### src/hmps_pkg.sv
// ----------------------------------------------------------------------------
// Height map placement scorer package
// Shared constants, payload types and controller/datapath interface types.
// ----------------------------------------------------------------------------
`default_nettype none

package hmps_pkg;

  localparam int MAP_X       = 32;
  localparam int MAP_Y       = 32;
  localparam int HEIGHT_BITS = 8;

  localparam int MAP_CELLS = MAP_X * MAP_Y;
  localparam int ADDR_W    = $clog2(MAP_CELLS);
  localparam int X_W       = $clog2(MAP_X);
  localparam int Y_W       = $clog2(MAP_Y);

  localparam int COORD_FW = 5;
  localparam int LEN_FW   = 6;
  localparam int CELL_FW  = 8;
  localparam int BOX_Z_W  = 8;
  localparam int TOL_W    = 8;
  localparam int SUM_W    = 17;
  localparam int CNT_W    = 8;

  localparam int SIDE_MARGIN = 2;
  localparam int COORD_W     = 10;
  localparam int EXT_W       = (HEIGHT_BITS > BOX_Z_W) ? HEIGHT_BITS : BOX_Z_W;
  localparam int MIS_W       = EXT_W + 1;
  localparam int DIFF_W      = EXT_W + 2;

  localparam logic [SUM_W-1:0] SUM_MAX   = {SUM_W{1'b1}};
  localparam logic [CNT_W-1:0] COUNT_MAX = {CNT_W{1'b1}};
  localparam logic [TOL_W-1:0] TOL_RESET = TOL_W'(1);

  localparam int IN_DATA_W  = 40;
  localparam int OUT_DATA_W = 40;

  typedef logic signed [COORD_W-1:0] coord_t;

  typedef enum logic [1:0] {
    SIDE_LOW_X  = 2'd0,
    SIDE_LOW_Y  = 2'd1,
    SIDE_HIGH_X = 2'd2,
    SIDE_HIGH_Y = 2'd3
  } side_e;

  typedef struct packed {
    logic [COORD_FW-1:0] coord_x;
    logic [COORD_FW-1:0] coord_y;
    logic [CELL_FW-1:0]  cell_height;
    logic [LEN_FW-1:0]   box_x_len;
    logic [LEN_FW-1:0]   box_y_len;
    logic [BOX_Z_W-1:0]  box_z_len;
  } item_t;

  typedef struct packed {
    logic              clr_we;
    logic [ADDR_W-1:0] clr_addr;
    logic              start;
    logic              write;
    logic              issue;
    side_e             side;
    logic [LEN_FW-1:0] idx;
    logic              load_out;
  } cmd_t;

  typedef struct packed {
    logic [LEN_FW-1:0] cur_len;
    logic              out_free;
  } sts_t;

endpackage

`default_nettype wire

### src/hmps_ctrl.sv
// ----------------------------------------------------------------------------
// Height map placement scorer controller
// Sequences the reset clearing sweep, input acceptance, the side walk and the result load.
// ----------------------------------------------------------------------------
`default_nettype none

module hmps_ctrl (
  input  wire logic          clk_i,
  input  wire logic          rst_ni,
  input  wire logic          in_valid_i,
  input  wire logic          in_mode_i,
  output logic               in_ready_o,
  input  wire hmps_pkg::sts_t sts_i,
  output hmps_pkg::cmd_t      cmd_o
);

  typedef enum logic [3:0] {
    ST_CLEAR = 4'b0001,
    ST_IDLE  = 4'b0010,
    ST_RUN   = 4'b0100,
    ST_DRAIN = 4'b1000
  } state_e;

  state_e                          state_q, state_d;
  hmps_pkg::side_e                 side_q, side_d;
  logic [hmps_pkg::LEN_FW-1:0]     idx_q, idx_d;
  logic [hmps_pkg::ADDR_W-1:0]     clr_addr_q, clr_addr_d;
  logic                            accept;

  assign in_ready_o = (state_q == ST_IDLE);
  assign accept     = in_valid_i && in_ready_o;

  always_comb begin
    state_d    = state_q;
    side_d     = side_q;
    idx_d      = idx_q;
    clr_addr_d = clr_addr_q;

    cmd_o          = '0;
    cmd_o.clr_addr = clr_addr_q;
    cmd_o.side     = side_q;
    cmd_o.idx      = idx_q;

    unique case (state_q)
      ST_CLEAR: begin
        cmd_o.clr_we = 1'b1;
        clr_addr_d   = clr_addr_q + hmps_pkg::ADDR_W'(1);
        if (clr_addr_q == hmps_pkg::ADDR_W'(hmps_pkg::MAP_CELLS - 1)) begin
          state_d = ST_IDLE;
        end
      end
      ST_IDLE: begin
        if (accept) begin
          if (in_mode_i) begin
            cmd_o.start = 1'b1;
            side_d      = hmps_pkg::SIDE_LOW_X;
            idx_d       = '0;
            state_d     = ST_RUN;
          end else begin
            cmd_o.write = 1'b1;
          end
        end
      end
      ST_RUN: begin
        if (idx_q < sts_i.cur_len) begin
          cmd_o.issue = 1'b1;
          idx_d       = idx_q + hmps_pkg::LEN_FW'(1);
        end else if (side_q == hmps_pkg::SIDE_HIGH_Y) begin
          state_d = ST_DRAIN;
        end else begin
          side_d = hmps_pkg::side_e'(side_q + 2'd1);
          idx_d  = '0;
        end
      end
      ST_DRAIN: begin
        if (sts_i.out_free) begin
          cmd_o.load_out = 1'b1;
          state_d        = ST_IDLE;
        end
      end
      default: begin
        state_d = ST_CLEAR;
      end
    endcase
  end

  always_ff @(posedge clk_i or negedge rst_ni) begin
    if (!rst_ni) begin
      state_q    <= ST_CLEAR;
      side_q     <= hmps_pkg::SIDE_LOW_X;
      idx_q      <= '0;
      clr_addr_q <= '0;
    end else begin
      state_q    <= state_d;
      side_q     <= side_d;
      idx_q      <= idx_d;
      clr_addr_q <= clr_addr_d;
    end
  end

endmodule

`default_nettype wire

### config.mk
export PLATFORM = sky130hd
export DESIGN_NAME = hmps_ctrl
export DESIGN_NICKNAME = d
export VERILOG_FILES = /design/src/hmps_pkg.sv /design/src/hmps_ctrl.sv
export SDC_FILE = /design/constraint.sdc
export NUM_CORES = 1
export LEC_CHECK = 0
export BUFFER_PORTS_ARGS = -buffer_cell sky130_fd_sc_hd__buf_4
export CAP_MARGIN = 5
export CORE_AREA = 3 3 54 56
export CTS_CLUSTER_SIZE = 16
export DETAILED_ROUTE_END_ITERATION = 12
export DIE_AREA = 0 0 57 59
export PLACE_DENSITY = 0.8
export SLEW_MARGIN = 20
export SYNTH_ARGS = -nofsm -noshare
export SYNTH_HDL_FRONTEND = slang
export SYNTH_SLANG_ARGS = --single-unit
export TNS_END_PERCENT = 50
### constraint.sdc
create_clock -name clk_i -period 4.4 [get_ports clk_i]
set_input_delay 0.44 -clock clk_i [delete_from_list [all_inputs] [get_ports clk_i]]
set_output_delay 0.44 -clock clk_i [all_outputs]
set_load 0.05 [all_outputs]
==> impl_metrics.yaml, run 1 <==
clock_network:
  path_clk_slew_ns: 0.12
  clock-root-buffer: "clkbuf_4"
  clk_path_buf_depth: 2
  cts.sinks: 22
  cts_buffers: 3
  cts_tree: "yes"
  clk_latency_ns: 0.32
  h-tree-depth: 1
final_layout:
  fillers: 202
  final_common_cell: "buf_4"
  final_cell_mix: "buf_4, dfrtp_1, nand2b_1, nand2_1"
  multi_input_area_um2: 746
  seqCellArea_um2: 552
  fin_nets: 189
  syn_to_final_growth_pct: 23.1
  layout-drive-gt1-share_pct: 32.0
  n_antenna_cell: 0
floorplanning:
  row_count: 18
  initial_core_util_pct: 55.2
  ios: 35
  design.die.area_um2: 3360
  die_h_um: 59
  core-area_um2: 2480
  die_w_um: 57
pwr:
  p_int_mw: 0.303
  vdd_drop_max_mv: 0.219
  p_sw_mw: 0.0733
  power.density_nw_per_um2: 224
  cellLeakagePower_nw: 0.830
  power_frac_comb_pct: 4.6
  clkPwrFrac_pct: 41.7
  power.total_mw: 0.376
  p_seq_share_pct: 53.7
  p_sw_share_pct: 19.5
worst_setup_path:
  crit_path_max_fanout: 13
  crit_path_start_kind: "register"
  critPathLaunch: "idx_q[3]"
  arrival_ns: 2.18
  r2r-start: "idx_q[4]"
  cp.required_ns: 3.96
  criticalPathCategory: "register to output port"
  cp-end-kind: "output port"
detailed_routing:
  wl_met1_um: 1180
  wl_met3_um: 146
  first_pass_iters: 4
  drc: 0
  drt_first_iter_violations: 22
  vias: 1106
  viasPerCell: 5.56
  totalWireLength_um: 2710
  top_layer: "met4"
  drtAntennaViolNets: 0
  wl_met2_um: 1340
  drt-wirelength-per-cell_um: 13.6
synthesis:
  synth_top_area_share_pct: 38.4
  syn-mean-instance-area_um2: 10.1
  synth_edf_count: 0
  ys_seq_area_share_pct: 40.3
  synth_fp_nets: 154
  synthTopCellsByArea: "dfrtp_1, ha_1, nand2b_1"
  synth-main-ff-cell: "dfrtp_1"
  synth_seq_cells: 22
  yosys.area.top_type: "dfrtp_1"
  synth.cell_area_um2: 1370
  synth-async-reset-ratio_pct: 100
  synthCells: 135
  ys_warn_count: 0
  synthDistinctLibCells: 46
sta:
  max_freq_ghz: 0.382
  rsz0062_at_grt: "no"
  min_period_over_period_pct: 59.6
  period_minus_slack_ns: 2.62
  hold_violations: 0
  setup_tns_ns: 0
  setup_viol: 0
  drv_slew: 0
  tightest_slew_ns: 0.685
  fin_skew_ns: 0.00363
  relSlewSlack_pct: 53.8
global_route:
  overflow: 0
  grt_usage_pct: 17.0
  grt_pass1_wl_um: 4440
  antenna_found_initial: 0
  grt_pass1_vias: 1044
  grt_max_degree: 23
place:
  portBuffers: 34
  gp_congestion: 0.756
  hpwlAfterDp_um: 2020
outcome:
  run_status: "complete, no violations"
run:
  drv_cap: 0
min_path:
  hold_path_class: "input pin to register"
  hp-start: "sts_i[0]"
[state kept, by name, indices dropped and copies added (netlist names)]
signal      count
idx_q           6
side_q          2
clr_addr_q     10
state_q         4
[metal layers]
layer	track usage, %	vias to the layer above
li1	-	550
met1	20.3	516
met2	29.4	33
met3	4.36	7
met4	6.95	0
met5	0	-
[Yosys cell counts, types with 2 or more instances]
cell type,count
buf_2,2
or2_2,2
nand4_1,3
buf_6,2
o21a_1,2
inv_1,7
xor2_1,3
nand2b_1,10
nand2_1,10
nor2_1,8
a211o_1,2
ha_1,8
nor3b_2,2
a21oi_2,2
a21oi_1,5
a22o_1,3
o21ai_2,2
xnor2_1,6
dfrtp_1,21
nand3_1,5
o22ai_1,2
and3_1,4
[power by group through the flow]
stage,registers (mW),clock network [mW],logic (mW)
after floorplan,0.206,0,0.00460
after global placement,0.206,0,0.0162
after detailed placement,0.206,0,0.0169
after CTS,0.202,0.159,0.0177
after global routing,0.202,0.167,0.0194
final,0.202,0.157,0.0173
[worst max-delay path: stages (launching register included)]
cell and delay [ns]:
dfrtp_1 0.47, ha_1 0.32, a21oi_1 0.22, o211ai_1 0.12
a21oi_2 0.44, buf_4 0.30
[kinds of logic (layout without fill, tap and decap cells)]
group                    count (synthesis)  count (layout)  synth area share, %
buffers and inverters                   13              47                 5.12
multiplexers                             1               1                0.823
AND/OR/NAND/NOR                         55              55                 25.5
adder cells (fa/ha/maj)                  8               8                 7.32
XOR/XNOR                                 9               9                 5.76
flip-flops                              22              22                 40.3
AO/OA/AOI/OAI                           27              27                 15.1
[metrics by stage]
step	instance area, um^2	worst slack, ns	util (%)	hold WS (ns)	std cells
2_1_floorplan	1370	1.62	-	0.144	135
3_3_place_gp	1620	2.14	65.4	0.345	194
3_5_place_dp	1620	2.06	65.4	0.345	194
4_1_cts	1680	1.80	67.9	0.462	199
5_1_grt	1680	1.64	67.9	0.470	199
6_report	1680	1.78	67.9	0.462	199
[final timing paths]
check / cells after the start / endpoint / slack [ns]
setup / recovery: 5 / cmd_o[9] / 1.78
hold / removal: 3 / state_q[3] / 0.46
setup reg to reg: 7 / idx_q[0] / 2.19
hold reg to reg: 1 / clr_addr_q[9] / 0.51
max in group asynchronous: 2 / state_q[0] / 3.60
min in group asynchronous: 2 / clr_addr_q[6] / 0.53
[cell type report]
type                    instances  area share (%)
multi-input cells             100            44.3
flip-flops and latches         22            32.8
repair buffers                 35            15.8
well taps                      30            2.23
clock inverters                 1            1.78
inverters                       8            1.78
clock buffers                   3            1.34
[what timing repair did]
item | in CTS | in global routing
buffers inserted | 0 | 0
setup endpoints to repair | 0 | 0
endpoints found under the hold margin | 21 | 0
hold buffers | 1 | 0
resized for setup | 0 | 0
No activity file was read; power rests on OpenSTA's default activity.
==> run 2: changes to the inputs <==
Settings changed: ABC_AREA set to 1, CORE_AREA 3 3 54 56 to 3 3 55 57, DIE_AREA 0 0 57 59 to 0 0 58 60, PLACE_DENSITY 0.8 to 0.76.
Clock period 4.4 ns to 2.7 ns, I/O delays scaled along.
==> impl_metrics.yaml, run 2 <==
synthesis:
  synth-async-reset-ratio_pct: 100
  yosys.area.top_type: "dfrtp_1"
  synthDistinctLibCells: 24
  ys_seq_area_share_pct: 40.8
  synth-main-ff-cell: "dfrtp_1"
  synthTopCellsByArea: "dfrtp_1, nand2_1, inv_1"
  synthCells: 170
  synth_top_area_share_pct: 38.9
  synth.cell_area_um2: 1350
  syn-mean-instance-area_um2: 7.95
  synth_common_cells: "nand2_1, inv_1, dfrtp_1, nor2_1"
  synth_edf_count: 0
  synth_fp_nets: 189
  synth_seq_cells: 22
  yosys.cell_count.top_type: "nand2_1"
  ys_warn_count: 0
pwr:
  p_sw_share_pct: 19.5
  cellLeakagePower_nw: 0.968
  p_sw_mw: 0.119
  clkPwrFrac_pct: 41.7
  p_seq_share_pct: 53.9
  power.density_nw_per_um2: 359
  vdd_drop_max_mv: 0.390
  power_frac_comb_pct: 4.5
  p_int_mw: 0.493
sta:
  period_minus_slack_ns: 2.08
  setup_tns_ns: 0
  fin_skew_ns: 0.0118
  min_period_over_period_pct: 77.2
  setup_viol: 0
  hold_violations: 0
  tightest_slew_ns: 0.288
  rsz0062_at_grt: "no"
  max_freq_ghz: 0.480
  drv_slew: 0
  relSlewSlack_pct: 80.8
final_layout:
  layout-drive-gt1-share_pct: 26.8
  syn_to_final_growth_pct: 26.3
  reg.largest.list: "clr_addr_q: 10 flops, idx_q: 6 flops, state_q: 4 flops"
  final_cell_mix: "nand2_1, buf_4, inv_1, dfrtp_1, nor2_1"
  fin_nets: 229
  largest_register_ffs: 10
  seqCellArea_um2: 552
  final_area_um2: 1710
  multi_input_area_um2: 679
  n_antenna_cell: 0
  final_common_cell: "nand2_1"
  top_register: "clr_addr_q"
  fillers: 220
clock_network:
  post_cts_buffers: 0
  path_clk_slew_ns: 0.12
  clk_latency_ns: 0.31
  cts_resized: 0
  cts_buffers: 3
  clock-root-buffer: "clkbuf_4"
  cts.sinks: 22
  clk_path_buf_depth: 2
  h-tree-depth: 1
  cts_tree: "yes"
  holdBufCountCts: 1
floorplanning:
  core-area_um2: 2520
  die_w_um: 58
  die_h_um: 60
  design.die.area_um2: 3480
  initial_core_util_pct: 53.6
  ios: 35
  row_count: 18
detailed_routing:
  totalWireLength_um: 2690
  first_pass_iters: 4
  drtAntennaViolNets: 0
  drt_first_iter_violations: 18
  vias: 1155
  viasPerCell: 4.83
  drc: 0
  drt-wirelength-per-cell_um: 11.2
worst_setup_path:
  arrival_ns: 1.81
  cp-end-kind: "output port"
  cp.required_ns: 2.43
  crit_path_max_fanout: 7
  criticalPathCategory: "register to output port"
  crit_path_start_kind: "register"
place:
  gp_congestion: 0.826
  dpl_cell_area_um2: 1640
  hpwlAfterDp_um: 2150
  portBuffers: 34
global_route:
  antenna_found_initial: 0
  grt_pass1_vias: 1155
  grt_usage_pct: 17.8
  overflow: 0
  grt_max_degree: 23
  grt_pass1_wl_um: 4860
min_path:
  hold_path_class: "input pin to register"
outcome:
  run_status: "complete, no violations"
run:
  drv_cap: 0
-- run 2: per-layer routing --
metal	global-route usage, %	vias to the layer above	share of wire (%)	wire, um
met5	0	-	0	0
met3	2.59	0	4.2	113
met2	30.2	18	49	1310
met4	4.97	0	0	0
li1	-	610	-	-
met1	23.8	527	47	1260
-- run 2: critical path: stages, from the launching register on --
cell and delay (ns):
dfrtp_1 0.46, ha_1 0.29, nand2_1 0.09, inv_1 0.05
a21oi_2 0.19, nand3_4 0.12, inv_2 0.10, buf_4 0.20
-- run 2: worst paths after layout --
| path | start | end | slack [ns] | depth (start not counted) |
|---|---|---|---|---|
| worst max-delay path | idx_q[4] | cmd_o[9] | 0.62 | 7 |
| worst min-delay path | sts_i[0] | state_q[3] | 0.27 | 4 |
| worst max register to register | idx_q[4] | idx_q[4] | 1.09 | 9 |
| worst min register to register | clr_addr_q[6] | clr_addr_q[6] | 0.51 | 1 |
| max in group asynchronous | rst_ni | state_q[0] | 2.06 | 2 |
| min in group asynchronous | rst_ni | state_q[1] | 0.36 | 2 |
-- run 2: cell type report --
type	instances	area share, %
Clock buffer	3	1.32
Clock inverter	1	1.76
Inverter	32	7.04
Multi-Input combinational cell	116	39.8
Sequential cell	22	32.3
Tap cell	30	2.20
Timing Repair Buffer	35	15.5
-- run 2: per-stage QoR --
stage	hold WS, ns	util (%)	setup slack, ns	cells	total power [mW]
floorplan	-0.0256	-	0.666	170	0.343
global placement	0.172	65.2	0.992	234	0.361
detailed placement	0.176	65.2	0.942	234	0.363
CTS	0.252	67.7	0.577	239	0.621
global route	0.284	67.7	0.464	239	0.643
finish	0.273	67.7	0.616	239	0.612
-- run 2: cell families (layout without fill, tap and decap cells) --
kind of cell             after synthesis  in the layout  share of synthesized area (%)
XOR/XNOR                               8              8                           5.19
AND/OR/NAND/NOR                       96             96                           35.7
AO/OA/AOI/OAI                          4              4                           1.94
flip-flops                            22             22                           40.8
adder cells (fa/ha/maj)                8              8                           7.41
buffers and inverters                 32             71                           8.89
-- run 2: power by group through the flow --
stage,registers (mW),logic [mW],clock network (mW)
2_1_floorplan,0.336,0.00700,0
3_3_place_gp,0.336,0.0252,0
3_5_place_dp,0.336,0.0270,0
4_1_cts,0.330,0.0281,0.264
5_1_grt,0.330,0.0321,0.282
6_report,0.330,0.0273,0.255
==> run 3: changes to the inputs <==
Clock period 2.7 ns to 2.15 ns, I/O delays scaled along.
==> impl_metrics.yaml, run 3 (synthesis results as in run 2) <==
outcome:
  run_status: "complete, no violations"
detailed_routing:
  drt-wirelength-per-cell_um: 11.4
  first_pass_iters: 4
  drc: 0
  vias: 1175
  drtAntennaViolNets: 0
  totalWireLength_um: 2740
  viasPerCell: 4.88
  drt_first_iter_violations: 34
min_path:
  hp-start: "sts_i[0]"
  min_path_cells: 4
  min_to: "state_q[3]"
  hold_path_class: "input pin to register"
place:
  dp_slack_ns: 0.438
  gp_congestion: 0.821
  hpwlAfterDp_um: 2130
  portBuffers: 34
  dpl_cell_area_um2: 1640
sta:
  fin_skew_ns: 0.00197
  relSlewSlack_pct: 80.9
  worst_slack_ns: 0.137
  min_period_over_period_pct: 93.6
  rsz0062_at_grt: "no"
  tightest_slew_ns: 0.286
  setup_tns_ns: 0
  period_minus_slack_ns: 2.01
  drv_slew: 0
  max_freq_ghz: 0.497
  hold_violations: 0
  setup_viol: 0
final_layout:
  final_cell_mix: "nand2_1, buf_4, inv_1, dfrtp_1, nor2_1"
  n_antenna_cell: 0
  fillers: 231
  final_area_um2: 1730
  top_register: "clr_addr_q"
  layout-drive-gt1-share_pct: 28.0
  syn_to_final_growth_pct: 27.8
  final_common_cell: "nand2_1"
  reg.largest.list: "clr_addr_q: 10 flops, idx_q: 6 flops, state_q: 4 flops"
  fin_nets: 231
  largest_register_ffs: 10
worst_setup_path:
  rrSetupSlack_ns: 0.53
  crit_path_max_fanout: 7
  cp.required_ns: 1.93
  criticalPathCategory: "register to output port"
  rr_worst_depth: 9
  cp-end-kind: "output port"
  r2r-start: "idx_q[4]"
  r2r-end: "idx_q[3]"
  arrival_ns: 1.80
  crit_path_start_kind: "register"
floorplanning:
  core-area_um2: 2520
  initial_core_util_pct: 53.6
  row_count: 18
  die_w_um: 58
  ios: 35
  design.die.area_um2: 3480
  die_h_um: 60
pwr:
  power.density_nw_per_um2: 443
  cellLeakagePower_nw: 0.978
  vdd_drop_max_mv: 0.361
clock_network:
  cts.sinks: 22
  clk_latency_ns: 0.30
  clock-root-buffer: "clkbuf_4"
  path_clk_slew_ns: 0.13
  cts_buffers: 3
  h-tree-depth: 1
  clk_path_buf_depth: 2
  cts_tree: "yes"
global_route:
  grt_max_degree: 23
  grt_pass1_vias: 1157
  grt_usage_pct: 17.5
  overflow: 0
  grt_pass1_wl_um: 4840
  antenna_found_initial: 0
run:
  drv_cap: 0
run 3: cell count changes in the layout (fill, tap and decap cells not counted):
cell	change
buf_4	+1
buf_6	+1
dfrtp_1	-1
dfrtp_2	+1
run 3: how the worst max path moves through the flow:
stage / start / to / slack, ns / depth (start not counted)
after floorplan: state_q[3] / cmd_o[10] / 0.17 / 5
after global placement: idx_q[4] / cmd_o[9] / 0.50 / 7
after detailed placement: idx_q[4] / cmd_o[9] / 0.44 / 7
after CTS: idx_q[4] / cmd_o[9] / 0.08 / 7
after global routing: idx_q[4] / cmd_o[9] / 0.02 / 7
final: idx_q[4] / cmd_o[9] / 0.14 / 7
run 3: timing repair:
item | in CTS | in global routing
hold endpoints to repair | 21 | 0
endpoints found under the setup margin | 0 | 1
buffers inserted | 0 | 2
resized for setup | 0 | 2
hold buffers | 1 | 0
run 3: cell type report:
type,instances,area (um^2),share of cell area [%]
clock buffers,3,22.5,1.30
clock inverters,1,30.0,1.74
inverters,32,120,6.96
multi-input cells,116,679,39.3
flip-flops and latches,22,553,32.0
well taps,30,37.5,2.17
repair buffers,37,284,16.4
run 3: per-layer routing:
layer	global-route usage, %	wire, um	vias to the layer above
met5	0	0	-
met4	3.97	7	0
met3	3.46	134	2
met2	30.6	1350	30
met1	22.3	1250	533
li1	-	-	610
run 3: per-stage QoR:
step	util (%)	std cells	hold WS, ns	total power [mW]
after detailed placement	65.2	234	0.123	0.455
after CTS	67.7	239	0.193	0.774
final	68.5	241	0.209	0.765
after global routing	68.5	241	0.212	0.800
after global placement	65.2	234	0.117	0.453
after floorplan	-	170	-0.0806	0.431
run 3: critical path, cell delays in order (launching register included):
cell and delay, ns:
dfrtp_2 0.46, ha_1 0.28, nand2_1 0.09, inv_1 0.05, a21oi_2 0.20, nand3_4 0.13
inv_2 0.11, buf_6 0.16
run 3: power breakdown:
group	internal, mW	switching, mW	total, mW
registers	0.414	0	0.414
clock network	0.188	0.129	0.318
logic	0.0165	0.0174	0.0339
